**config.mk**
```make
export PLATFORM = sky130hd
export DESIGN_NAME = sequenced_reorder_release
export DESIGN_NICKNAME = d
export VERILOG_FILES = /design/src/design/srr_pkg.sv /design/src/design/srr_ram.sv /design/src/design/srr_queue.sv /design/src/design/srr_front.sv /design/src/design/srr_back.sv /design/src/design/sequenced_reorder_release.sv
export SDC_FILE = /design/constraint.sdc
export NUM_CORES = 2
export LEC_CHECK = 0
export BUFFER_PORTS_ARGS = -buffer_cell sky130_fd_sc_hd__buf_2
export CELL_PAD_IN_SITES_DETAIL_PLACEMENT = 1
export CELL_PAD_IN_SITES_GLOBAL_PLACEMENT = 2
export CORE_MARGIN = 2
export CORE_UTILIZATION = 30
export DETAILED_ROUTE_END_ITERATION = 6
export GPL_TIMING_DRIVEN = 0
export PLACE_DENSITY = 0.67
export RECOVER_POWER = 100
export SYNTH_ARGS = -nofsm -noshare
export SYNTH_HDL_FRONTEND = slang
export SYNTH_SLANG_ARGS = --single-unit
```
**constraint.sdc**
```tcl
create_clock -name clk -period 4.7 [get_ports clk]
set_input_delay 0.235 -clock clk [delete_from_list [all_inputs] [get_ports clk]]
set_output_delay 0.235 -clock clk [all_outputs]
set_load 0.01 [all_outputs]
```
**src/design/srr_pkg.sv**
```systemverilog
// shared types and constants for the sequenced reorder release block
// no dependencies; imported by every module of the block except srr_ram
`default_nettype none

package srr_pkg;

  // ring of buffer slots, indexed by message number modulo the ring size
  localparam int SRR_WINDOW   = 32;
  localparam int SRR_WIN_BITS = $clog2(SRR_WINDOW);

  // depth of the command queue between front and back
  localparam int SRR_QDEPTH = 2;

  localparam int SRR_NUM_W    = 32;
  localparam int SRR_PERIOD_W = 16;

  // result kinds
  typedef enum logic [2:0] {
    KIND_IDLE     = 3'd0,
    KIND_RELEASE  = 3'd1,
    KIND_STALE    = 3'd2,
    KIND_WINDOW   = 3'd3,
    KIND_SESSION  = 3'd4,
    KIND_QUERY    = 3'd5
  } srr_kind_t;

  // input operation codes
  localparam logic OP_MESSAGE = 1'b0;
  localparam logic OP_TICK    = 1'b1;

  // classified work handed from front to back
  typedef enum logic [1:0] {
    CMD_TICK   = 2'd0,
    CMD_REJECT = 2'd1,
    CMD_STORE  = 2'd2
  } srr_cmd_op_t;

  typedef struct packed {
    srr_cmd_op_t           op;
    srr_kind_t             kind;
    logic [SRR_NUM_W-1:0]  number;
    logic [SRR_NUM_W-1:0]  payload;
    logic                  sig;
    logic                  first;
  } srr_cmd_t;

  // status returned from back to front
  typedef struct packed {
    logic                  done;
    logic [SRR_NUM_W-1:0]  next_expected;
  } srr_status_t;

endpackage

`default_nettype wire

```
**src/design/srr_ram.sv**
```systemverilog
// generic single-port-write, single-port-read ram with registered read data
// no dependencies
`default_nettype none

module srr_ram #(
  parameter int WIDTH = 32,
  parameter int DEPTH = 32
) (
  input  wire logic                     clk,
  input  wire logic                     we,
  input  wire logic [$clog2(DEPTH)-1:0] waddr,
  input  wire logic [WIDTH-1:0]         wdata,
  input  wire logic [$clog2(DEPTH)-1:0] raddr,
  output logic      [WIDTH-1:0]         rdata
);

  logic [WIDTH-1:0] mem [DEPTH];

  // write port
  always_ff @(posedge clk) begin
    if (we) begin
      mem[waddr] <= wdata;
    end
  end

  // registered read port
  always_ff @(posedge clk) begin
    rdata <= mem[raddr];
  end

endmodule

`default_nettype wire

```
**src/design/srr_queue.sv**
```systemverilog
// short command queue between the front classifier and the back executor
// depends on srr_pkg for the command type
`default_nettype none

module srr_queue #(
  parameter int DEPTH = 2
) (
  input  wire logic              clk,
  input  wire logic              rst,
  input  wire logic              push,
  input  wire srr_pkg::srr_cmd_t push_data,
  input  wire logic              pop,
  output srr_pkg::srr_cmd_t      pop_data,
  output logic                   empty
);

  import srr_pkg::*;

  localparam int PTR_W = (DEPTH > 1) ? $clog2(DEPTH) : 1;
  localparam int CNT_W = $clog2(DEPTH + 1);

  srr_cmd_t           entries [DEPTH];
  logic [PTR_W-1:0]   wr_ptr;
  logic [PTR_W-1:0]   rd_ptr;
  logic [CNT_W-1:0]   count;
  logic               full;

  assign empty    = (count == '0);
  assign full     = (count == CNT_W'(DEPTH));
  assign pop_data = entries[rd_ptr];

  // storage
  always_ff @(posedge clk) begin
    if (push && !full) begin
      entries[wr_ptr] <= push_data;
    end
  end

  // pointers and fill count
  always_ff @(posedge clk) begin
    if (rst) begin
      wr_ptr <= '0;
      rd_ptr <= '0;
      count  <= '0;
    end else begin
      if (push && !full) begin
        wr_ptr <= (wr_ptr == PTR_W'(DEPTH - 1)) ? '0 : wr_ptr + 1'b1;
      end
      if (pop && !empty) begin
        rd_ptr <= (rd_ptr == PTR_W'(DEPTH - 1)) ? '0 : rd_ptr + 1'b1;
      end
      priority if ((push && !full) && !(pop && !empty)) begin
        count <= count + 1'b1;
      end else if (!(push && !full) && (pop && !empty)) begin
        count <= count - 1'b1;
      end
    end
  end

  // a transaction is never pushed into a full queue
  assert property (@(posedge clk) disable iff (rst) push |-> !full)
    else $error("command pushed into full queue");

  // the back never pops an empty queue
  assert property (@(posedge clk) disable iff (rst) pop |-> !empty)
    else $error("command popped from empty queue");

endmodule

`default_nettype wire

```
**src/design/srr_front.sv**
```systemverilog
// front: accepts transactions, tracks the session and classifies each item
// depends on srr_pkg; reads next_expected back from the executor status
`default_nettype none

module srr_front (
  input  wire logic                          clk,
  input  wire logic                          rst,
  input  wire logic                          start,
  output logic                               busy,
  input  wire logic                          operation,
  input  wire logic [srr_pkg::SRR_NUM_W-1:0] msg_number,
  input  wire logic [srr_pkg::SRR_NUM_W-1:0] session_id,
  input  wire logic                          signed_flag,
  input  wire logic [srr_pkg::SRR_NUM_W-1:0] payload_tag,
  input  wire srr_pkg::srr_status_t          status,
  output logic                               push,
  output srr_pkg::srr_cmd_t                  cmd
);

  import srr_pkg::*;

  logic                 started;
  logic [SRR_NUM_W-1:0] current_session;

  logic [SRR_NUM_W-1:0] eff_expected;
  logic [SRR_NUM_W-1:0] eff_session;
  logic [SRR_NUM_W-1:0] ahead;

  assign push = start && !busy;

  // classify against the session and the expected number
  always_comb begin
    eff_expected = started ? status.next_expected : msg_number;
    eff_session  = started ? current_session : session_id;
    ahead        = msg_number - eff_expected;

    cmd.number  = msg_number;
    cmd.payload = payload_tag;
    cmd.sig     = signed_flag;
    cmd.first   = !started;
    cmd.kind    = KIND_IDLE;
    priority if (operation == OP_TICK) begin
      cmd.op = CMD_TICK;
    end else if (session_id != eff_session) begin
      cmd.op   = CMD_REJECT;
      cmd.kind = KIND_SESSION;
    end else if (msg_number < eff_expected) begin
      cmd.op   = CMD_REJECT;
      cmd.kind = KIND_STALE;
    end else if (ahead >= SRR_NUM_W'(SRR_WINDOW)) begin
      cmd.op   = CMD_REJECT;
      cmd.kind = KIND_WINDOW;
    end else begin
      cmd.op = CMD_STORE;
    end
  end

  // busy spans one transaction until the back reports it done
  always_ff @(posedge clk) begin
    if (rst) begin
      busy <= 1'b0;
    end else begin
      priority if (push) begin
        busy <= 1'b1;
      end else if (status.done) begin
        busy <= 1'b0;
      end
    end
  end

  // the first message fixes the session
  always_ff @(posedge clk) begin
    if (rst) begin
      started         <= 1'b0;
      current_session <= '0;
    end else if (push && operation == OP_MESSAGE && !started) begin
      started         <= 1'b1;
      current_session <= session_id;
    end
  end

  // busy only drops when the back has finished the transaction
  assert property (@(posedge clk) disable iff (rst) $fell(busy) |-> $past(status.done))
    else $error("busy dropped without completion");

endmodule

`default_nettype wire

```
**src/design/srr_back.sv**
```systemverilog
// back: executes classified commands, owns the slot ring, watermark and gap timer
// depends on srr_pkg and srr_ram for the slot payload store
`default_nettype none

module srr_back (
  input  wire logic                             clk,
  input  wire logic                             rst,
  input  wire logic                             q_empty,
  input  wire srr_pkg::srr_cmd_t                q_data,
  output logic                                  q_pop,
  output srr_pkg::srr_status_t                  status,
  input  wire logic                             cfg_valid,
  output logic                                  cfg_ready,
  input  wire logic [srr_pkg::SRR_PERIOD_W-1:0] cfg_data,
  output logic                                  strobe,
  output logic      [2:0]                       kind,
  output logic      [srr_pkg::SRR_NUM_W-1:0]    out_number,
  output logic      [srr_pkg::SRR_NUM_W-1:0]    out_payload,
  output logic                                  last
);

  import srr_pkg::*;

  typedef enum logic [5:0] {
    ST_IDLE   = 6'b000001,
    ST_EXEC   = 6'b000010,
    ST_WRITE  = 6'b000100,
    ST_LOOK   = 6'b001000,
    ST_EMIT   = 6'b010000,
    ST_SETTLE = 6'b100000
  } state_t;

  state_t                  state;
  state_t                  state_next;
  srr_cmd_t                cur;

  logic [SRR_NUM_W-1:0]    next_expected;
  logic [SRR_NUM_W-1:0]    verified_mark;
  logic [SRR_NUM_W-1:0]    gap_number;
  logic                    timer_armed;
  logic [SRR_PERIOD_W-1:0] timer_count;
  logic [SRR_PERIOD_W-1:0] query_period;
  logic [SRR_WINDOW-1:0]   slot_valid;
  logic                    done;

  logic [SRR_NUM_W-1:0]    slot_data;
  logic                    ram_we;

  logic [SRR_WIN_BITS-1:0] head_idx;
  logic [SRR_NUM_W-1:0]    expected_inc;
  logic                    can_release;
  logic                    next_ok;
  logic [SRR_PERIOD_W-1:0] period_eff;
  logic [SRR_PERIOD_W-1:0] count_inc;
  logic                    any_buffered;

  assign cfg_ready            = 1'b1;
  assign status.next_expected = next_expected;
  assign status.done          = done;
  assign q_pop                = (state == ST_IDLE) && !q_empty;
  assign ram_we               = (state == ST_WRITE);

  // release checks at the head of the ring and one number ahead
  always_comb begin
    head_idx     = next_expected[SRR_WIN_BITS-1:0];
    expected_inc = next_expected + 1'b1;
    can_release  = slot_valid[head_idx] && (next_expected <= verified_mark);
    next_ok      = slot_valid[expected_inc[SRR_WIN_BITS-1:0]] &&
                   (expected_inc <= verified_mark);
    any_buffered = |slot_valid;
    period_eff   = (query_period == '0) ? SRR_PERIOD_W'(1) : query_period;
    count_inc    = timer_count + 1'b1;
  end

  // sequencer
  always_comb begin
    state_next = state;
    unique case (state)
      ST_IDLE: begin
        if (!q_empty) begin
          state_next = (q_data.op == CMD_STORE) ? ST_WRITE : ST_EXEC;
        end
      end
      ST_EXEC:   state_next = ST_IDLE;
      ST_WRITE:  state_next = ST_LOOK;
      ST_LOOK:   state_next = ST_EMIT;
      ST_EMIT:   state_next = (can_release && next_ok) ? ST_LOOK : ST_SETTLE;
      ST_SETTLE: state_next = ST_IDLE;
      default:   state_next = ST_IDLE;
    endcase
  end

  always_ff @(posedge clk) begin
    if (rst) begin
      state <= ST_IDLE;
    end else begin
      state <= state_next;
    end
  end

  // current command
  always_ff @(posedge clk) begin
    if (q_pop) begin
      cur <= q_data;
    end
  end

  // configuration register
  always_ff @(posedge clk) begin
    if (rst) begin
      query_period <= SRR_PERIOD_W'(1);
    end else if (cfg_valid && cfg_ready) begin
      query_period <= cfg_data;
    end
  end

  // ordering state, timer and result strobe
  always_ff @(posedge clk) begin
    if (rst) begin
      next_expected <= '0;
      verified_mark <= '0;
      gap_number    <= '0;
      timer_armed   <= 1'b0;
      timer_count   <= '0;
      slot_valid    <= '0;
      strobe        <= 1'b0;
      done          <= 1'b0;
    end else begin
      strobe <= 1'b0;
      done   <= 1'b0;
      unique case (state)
        ST_EXEC: begin
          strobe <= 1'b1;
          done   <= 1'b1;
          if (cur.op == CMD_TICK) begin
            if (timer_armed && count_inc >= period_eff) begin
              timer_count <= '0;
            end else if (timer_armed) begin
              timer_count <= count_inc;
            end
          end
        end
        ST_WRITE: begin
          slot_valid[cur.number[SRR_WIN_BITS-1:0]] <= 1'b1;
          if (cur.first) begin
            next_expected <= cur.number;
          end
          if (cur.sig && cur.number > verified_mark) begin
            verified_mark <= cur.number;
          end
        end
        ST_EMIT: begin
          strobe <= 1'b1;
          if (can_release) begin
            slot_valid[head_idx] <= 1'b0;
            next_expected        <= expected_inc;
          end
        end
        ST_SETTLE: begin
          done <= 1'b1;
          priority if (!slot_valid[head_idx] && any_buffered &&
                       gap_number != next_expected) begin
            gap_number  <= next_expected;
            timer_armed <= 1'b1;
            timer_count <= '0;
          end else if (next_expected > gap_number) begin
            timer_armed <= 1'b0;
          end
        end
        ST_IDLE, ST_LOOK: begin
        end
        default: begin
        end
      endcase
    end
  end

  // result payload
  always_ff @(posedge clk) begin
    unique case (state)
      ST_EXEC: begin
        last        <= 1'b1;
        out_payload <= '0;
        if (cur.op == CMD_TICK) begin
          if (timer_armed && count_inc >= period_eff) begin
            kind       <= KIND_QUERY;
            out_number <= gap_number;
          end else begin
            kind       <= KIND_IDLE;
            out_number <= '0;
          end
        end else begin
          kind       <= cur.kind;
          out_number <= cur.number;
        end
      end
      ST_EMIT: begin
        if (can_release) begin
          kind        <= KIND_RELEASE;
          out_number  <= next_expected;
          out_payload <= slot_data;
          last        <= !next_ok;
        end else begin
          kind        <= KIND_IDLE;
          out_number  <= '0;
          out_payload <= '0;
          last        <= 1'b1;
        end
      end
      ST_IDLE, ST_WRITE, ST_LOOK, ST_SETTLE: begin
      end
      default: begin
      end
    endcase
  end

  // slot payload store
  srr_ram #(
    .WIDTH (SRR_NUM_W),
    .DEPTH (SRR_WINDOW)
  ) u_slots (
    .clk   (clk),
    .we    (ram_we),
    .waddr (cur.number[SRR_WIN_BITS-1:0]),
    .wdata (cur.payload),
    .raddr (head_idx),
    .rdata (slot_data)
  );

  // a result only comes out of an execute or emit step
  assert property (@(posedge clk) disable iff (rst)
    strobe |-> $past(state == ST_EXEC || state == ST_EMIT))
    else $error("result strobe outside execute or emit");

  // the expected number only moves on a store or a release
  assert property (@(posedge clk) disable iff (rst)
    !$stable(next_expected) |-> $past(state == ST_WRITE || state == ST_EMIT))
    else $error("next expected number moved unexpectedly");

endmodule

`default_nettype wire

```
**src/design/sequenced_reorder_release.sv**
```systemverilog
// Sequenced reorder release. Raise start for one cycle with the item on the
// input ports while busy is low; busy stays high until the item is finished.
// Every result appears on kind/out_number/out_payload/last for exactly one
// cycle with strobe high and must be taken then; last marks the final result
// of an item. A tick or a rejected message passes through the execute state
// only. A buffered message is written to the slot ram, then loops through the
// look and emit states once per released message, or once with an idle result
// when it releases nothing, and then settles; each release is one read of the
// slot ram with its registered output. query_period may be written through
// cfg_valid/cfg_data whenever busy is low.
// depends on srr_pkg, srr_front, srr_queue, srr_back, srr_ram
`default_nettype none

module sequenced_reorder_release #(
  parameter int QUEUE_DEPTH = srr_pkg::SRR_QDEPTH
) (
  input  wire logic                             clk,
  input  wire logic                             rst,
  input  wire logic                             start,
  output logic                                  busy,
  input  wire logic                             operation,
  input  wire logic [srr_pkg::SRR_NUM_W-1:0]    msg_number,
  input  wire logic [srr_pkg::SRR_NUM_W-1:0]    session_id,
  input  wire logic                             signed_flag,
  input  wire logic [srr_pkg::SRR_NUM_W-1:0]    payload_tag,
  input  wire logic                             cfg_valid,
  output logic                                  cfg_ready,
  input  wire logic [srr_pkg::SRR_PERIOD_W-1:0] cfg_data,
  output logic                                  strobe,
  output logic      [2:0]                       kind,
  output logic      [srr_pkg::SRR_NUM_W-1:0]    out_number,
  output logic      [srr_pkg::SRR_NUM_W-1:0]    out_payload,
  output logic                                  last
);

  import srr_pkg::*;

  srr_cmd_t    cmd;
  srr_cmd_t    q_data;
  srr_status_t status;
  logic        push;
  logic        q_pop;
  logic        q_empty;

  // classification
  srr_front u_front (
    .clk         (clk),
    .rst         (rst),
    .start       (start),
    .busy        (busy),
    .operation   (operation),
    .msg_number  (msg_number),
    .session_id  (session_id),
    .signed_flag (signed_flag),
    .payload_tag (payload_tag),
    .status      (status),
    .push        (push),
    .cmd         (cmd)
  );

  // command queue
  srr_queue #(
    .DEPTH (QUEUE_DEPTH)
  ) u_queue (
    .clk       (clk),
    .rst       (rst),
    .push      (push),
    .push_data (cmd),
    .pop       (q_pop),
    .pop_data  (q_data),
    .empty     (q_empty)
  );

  // execution
  srr_back u_back (
    .clk         (clk),
    .rst         (rst),
    .q_empty     (q_empty),
    .q_data      (q_data),
    .q_pop       (q_pop),
    .status      (status),
    .cfg_valid   (cfg_valid),
    .cfg_ready   (cfg_ready),
    .cfg_data    (cfg_data),
    .strobe      (strobe),
    .kind        (kind),
    .out_number  (out_number),
    .out_payload (out_payload),
    .last        (last)
  );

endmodule

`default_nettype wire
```
* After elaboration in Yosys (flattened, before gate mapping)
Memories as Yosys holds them, arrays and structs flattened. A register that Yosys moved wholly into a read port is not among the register bits. Index checks and enable logic that the tools add are counted.
Operators by class: reductions and logical operators 43, bitwise gates (word level) 4, add/subtract/negate cells 7, equality and inequality tests 16, mux-type cells 59, $lt $le $gt $ge 12
Operators by type and width (count):
- 2-to-1 mux 32 bit | 9
- case mux 32 bit (2 select lines) | 4
- 2-to-1 mux 16 bit | 5
- > comparator 32 bit | 2
- <= comparator 32 bit | 2
- inequality test 32 bit | 2
- adder 32 x 1 -> 32 bit, second input constant | 1
- AND 32 bit | 1
- >= comparator 32 x 6 -> 1 bit, second input constant | 1
- less-than comparator 32 bit | 1
- inverter 32 bit | 1
- bitwise OR 32 bit | 1
- case mux 16 bit (2 select lines) | 1
- OR reduction 32 bit | 1
- subtractor 32 bit | 1
- case mux 6 bit (4 select lines) | 1
- 2-to-1 mux 1 bit | 20
- less-than comparator 5 x 6 -> 1 bit, second input constant | 3
- logical AND 1 bit | 17
- adder 16 x 1 -> 16 bit, second input constant | 1
- >= comparator 16 bit | 1
- zero test 16 bit | 1
- 2-to-1 mux 3 bit | 4
- 2-to-1 mux 6 bit | 2
- other kinds (28) | 58
Word-level totals: bits in writable memories 1166, output and inout bits 71, input port bits 118, memories 2, word-level logic and storage cells 169, register bits 346
Memories:
- u_back.u_slots.mem | depth 32, width 32, rd ports 1, clocked after Yosys merged registers in 1, wr ports 1, line srr_ram.sv:17 | logic [WIDTH-1:0] mem [DEPTH];
- u_queue.entries | depth 2, width 71, rd ports 1, clocked after Yosys merged registers in 1, wr ports 1, line srr_queue.sv:22 | srr_cmd_t entries [DEPTH];

* Longest topological paths before layout
word-level depth 8, mapped depth 18

* Hierarchy
A second synthesis with hierarchy kept.
Second synthesis, totals: cell total of the unflattened synthesis 4756, area, all modules 66999.3 sq um
Modules (own cells, without submodules):
- srr_ram | cells each 2260, area each 40492.6 sq um, times used 1
- srr_back | cells each 1640, area each 16651.0 sq um, times used 1
- srr_queue | cells each 247, area each 5321.4 sq um, times used 1
- srr_front | cells each 609, area each 4534.3 sq um, times used 1

* Worst setup path before layout
OpenSTA, ideal clock, no wires.
kind register to register, from reg u_front.busy, to mem u_queue.entries[0][0] (netlist name) (enable), setup slack 0.229 ns, stages on the path, launching flop included 4, clock period less this slack 4.471 ns, required time 4.191 ns, setup time 0.509 ns, arrival 3.962 ns, path through dfxtp_1 nand2b_1 a21oi_1 nor2b_1
On the way: longest elaborated chain between the ends 5
Ends and longest elaborated chain:
- start: declaration | line srr_front.sv:9 | output logic busy,
- start signal: assignment | line srr_front.sv:61 | busy <= 1'b0;
- start signal: assignment | line srr_front.sv:64 | busy <= 1'b1;
- start signal: assignment | line srr_front.sv:66 | busy <= 1'b0;
- zero test 1 bit | line srr_front.sv:29 | assign push = start && !busy;
- logical AND 1 bit | line srr_front.sv:29
- logical AND 1 bit | line srr_queue.sv:34 | if (push && !full) begin
- 2-to-1 mux 1 bit | line srr_queue.sv:34
- 2-to-1 mux 1 bit (not written as such) | line srr_queue.sv:35 | entries[wr_ptr] <= push_data;
- end: declaration | line srr_queue.sv:22
No other way between the ends.

* Final worst setup path
from reg u_back.state[0], to mem u_back.u_slots.mem[23][11] (enable)
On the way: longest elaborated chain between the ends 3
Ends and longest elaborated chain:
- start: declaration | line srr_back.sv:33 | state_t state;
- start signal: assignment | line srr_back.sv:97 | state <= state_next;
- == test 6 x 3 -> 1 bit | line srr_back.sv:61 | assign ram_we = (state == ST_WRITE);
- 2-to-1 mux 1 bit | line srr_ram.sv:21 | if (we) begin
- 2-to-1 mux 1 bit (not written as such) | line srr_ram.sv:22 | mem[waddr] <= wdata;
- end: declaration | line srr_ram.sv:17
No other way between the ends.

==> impl_metrics.toml <==
[logic_synthesis]
synth-simple-area-share_pct = 6.348
synth_compound_area_share_pct = 6.458
synth_top_cell_by_area = "edfxtp_1"
synthFlopType = "edfxtp_1"
synth_xor_area_share_pct = 1.268
synth-async-reset-ratio_pct = 0
avgSynthCellArea_um2 = 15.90
yosysTopAreaCellShare_pct = 60.36
ys_seq_area_share_pct = 67.76
syn_area_um2 = 64920
synth_edf_count = 1305
synth_mux_area_share_pct = 12.56
synth_seq_cells = 1545
synth_top_family_by_area = "multiplexers"
syn_inst = 4084
yosys.area_share.adder_pct = 3.558
synth_area_leaders = "edfxtp_1 (60%), mux4_2 (9.5%), dfxtp_1 (7.4%)"
synth_cell_types = 77
syn-num-nets = 4386
yosysWarnings = 0

[critical_path]
reg2regPathDepth = 7
max_stage_delay_ns = 1.01
worst-endpoint-required_ns = 5.20
crit_end = "u_back.u_slots.mem[23][11]$_DFFE_PP_"
r2r_start = "u_back.state[0]$_SDFFE_PP1P_"
slowest_stage = "nor3b_1"
startpoint = "u_back.state[0]$_SDFFE_PP1P_"
end_kind = "flip-flop"
cp-start-kind = "flip-flop"
path_delay_family = "simple AND/OR/NAND/NOR gates"
cp_num_cells = 7
critPathKind = "reg -> reg"
crit_path_max_fanout = 14
crit_chain = "nor2_1, nand2_1, nor3b_1, nand3_1, nor2_2, clkbuf_2, buf_4"
worstPathArrival_ns = 5.07
r2r-end = "u_back.u_slots.mem[23][11]$_DFFE_PP_"
path_buf_inv = 2
reg2reg_slack_ns = 0.13

[sta]
slew_violations = 385
timing.final.crit_period_ns = 4.572
relSlewSlack_pct = -72.80
fmax_ghz = 0.2187
fin_crit_sh_pct = 97.28
hold_viol_final = 0
finalSetupViolCount = 0
whs_ns = 0.1241
setup-tns-final_ns = 0
worst_clock_skew_ns = 0.06056
worst_slew_pin_slew_ns = 2.582

[outcome]
status = "finished with violations"
violations = "max-capacitance violations, max-slew violations"

[detailed_routing]
viasPerCell = 5.292
firstDrtPassIters = 6
ant_nets = 0
num_vias = 40290
finalWirelength_um = 216700
drt_iter0_drc = 3789
remaining_drc_errors = 0
wl_per_cell_um = 28.46

[cts]
clk_pin_slew_ns = 0.06
clock_latency_ns = 0.84
cts_root_buf = "clkbuf_16"
cts.htree.levels = 4
cts_buffers = 170
clockBufferDepth = 3
cts_tree = "built"
clock-sinks = 1545

[floorplanning]
die_area_um2 = 220100
die_h_um = 469.2
row_count = 170
dieWidth_um = 469.2
core_um2 = 214800
io_pins = 189
start_util_pct = 30.22

[grt]
grt_pass1_vias = 41540
antenna_found_initial = 9
grt_overflow = 0
grt_pass1_wl_um = 305800
grt_max_degree = 54
grt_use_total_pct = 19.39

[power]
finalPower_uw = 34720
p_leak_uw = 0.02519
powerDensity_nw_per_um2 = 449.2
ir_drop_mv = 0.3697

[place]
dp_hpwl_um = 147600
port_buffers = 185
place.gp.congestion = 0.8398
placed_cell_area_um2 = 70990

[finish]
nets = 4928
area_delta_synth_final_pct = 19.07
final_area_um2 = 77300
fillers = 22080
final_util_pct = 35.98
drive_above_1_share_pct = 17.54

[job]
cap_violations = 25

[hold_path]
hp-class = "in -> reg"
## worst reg2reg max path, stage by stage, from the launching register on
cell	delay, ns
dfxtp_1	0.33
nor2_1	0.19
nand2_1	0.11
nor3b_1	1.01
nand3_1	0.73
nor2_2	0.81
clkbuf_2	0.61
buf_4	0.45
## kinds of logic (layout without fill, tap and decap cells)
logic type,Yosys count,after routing
XOR/XNOR,94,94
AND/OR/NAND/NOR,839,839
other,1,10
adder cells (fa/ha/maj),184,184
flip-flops,1545,1545
multiplexers,463,463
buffers and inverters,331,1014
AO/OA/AOI/OAI,627,627
## what timing repair did
action,in CTS,in global routing
endpoints found under the hold margin,188,0
pin swaps,7,2
hold buffers,124,0
gates resized for setup,47,38
buffers inserted,6,0
setup endpoints to repair,190,126
## power breakdown
| part | internal (uW) | switching [uW] | leakage [uW] | total, uW |
|---|---|---|---|---|
| Sequential | 16800 | 1430 | 0.0137 | 18300 |
| Combinational | 1060 | 1920 | 0.00874 | 2970 |
| Clock | 7700 | 5790 | 0.00273 | 13500 |
| Total | 25600 | 9140 | 0.0252 | 34700 |
## sequential cells by signal, indices dropped and copies added, names as in the netlist, 6 cells and up, named ones only
name and cells:
u_queue.entries 142, u_back.verified_mark 32, u_back.query_period 16, u_back.timer_count 16, u_back.gap_number 32, u_back.state 6
u_back.slot_valid 32, u_back.u_slots.mem 1024, u_front.current_session 32, u_back.cur 71, u_back.out_number 32, u_back.next_expected 32
u_back.out_payload 32, u_back.u_slots.rdata 32
## per-stage QoR
step / instances / setup WS (ns)
after CTS: 7606 / 0.001947
after detailed placement: 7166 / -2.101
after floorplan: 4084 / 0.2290
after global routing: 7609 / -0.002152
after global placement: 7107 / -3.993
final: 7614 / 0.1278
## cell usage in the layout (no fill, tap or decap), types with 63 or more instances in the layout
master	count
nor2_1	181
ha_1	182
mux4_2	274
a22oi_1	138
nand2_1	239
a21oi_1	148
clkbuf_1	323
edfxtp_1	1305
buf_2	81
inv_1	99
dlygate4sd3_1	124
nor3_1	63
nand4_1	91
o21ai_0	106
clkbuf_16	171
mux2i_1	118
dfxtp_1	236
## worst min-delay path by stage
stage / start / slack (ns) / end / cells past startpoint
floorplan: payload_tag[8] / 0.33 / u_queue.entries[0][10]$_DFFE_PP_ / 0
global placement: payload_tag[20] / 0.42 / u_queue.entries[0][22]$_DFFE_PP_ / 1
detailed placement: payload_tag[10] / 0.43 / u_queue.entries[0][12]$_DFFE_PP_ / 1
CTS: payload_tag[18] / 0.05 / u_queue.entries[1][20]$_DFFE_PP_ / 2
global route: payload_tag[18] / 0.1 / u_queue.entries[0][20]$_DFFE_PP_ / 2
finish: payload_tag[18] / 0.12 / u_queue.entries[0][20]$_DFFE_PP_ / 2
## cell usage after synthesis (all sizes together) (4+ instances only)
master     n
nand2    240
nand3b     5
a221o     34
o22ai      4
ha       183
or2        6
clkbuf   162
nand2b    27
o21a      13
dfxtp    240
a21o      51
nor3b      6
a31oi     27
mux2i    118
edfxtp  1305
mux4     274
nor3      67
o221ai     5
nor2     199
or3        9
a21oi    151
mux2      71
and3      26
a22oi    139
and2      46
o41ai      8
xor2      55
buf       69
and4      11
nand4     91
o21ai    110
a21boi     4
xnor2     39
a32oi      4
a211oi    13
inv      100
o31ai      6
nor4      29
o211ai    15
a311oi    16
nor2b     18
nand3     47
## final cells by class
class                   instances  area [um^2]  area share [%]
plain buffers                 227         1015           1.313
well taps                    2838         3551           4.593
clock inverters                84         1013           1.311
diodes                          9        22.52         0.02913
flip-flops and latches       1545        44000           56.91
repair buffers                374         2878           3.723
clock buffers                 229         4657           6.024
multi-input cells            2208        19790           25.61
inverters                     100        376.6          0.4872
## per-layer routing
layer  routed length [um]  up-vias  GRT usage [%]
met4                 5531        8          5.541
met5                   48        -              0
met3                14000      296          3.248
met1                94690    21290          26.77
li1                     -    17240              -
met2               102500     1458          31.40
No activity file was read; power rests on OpenSTA's default activity.
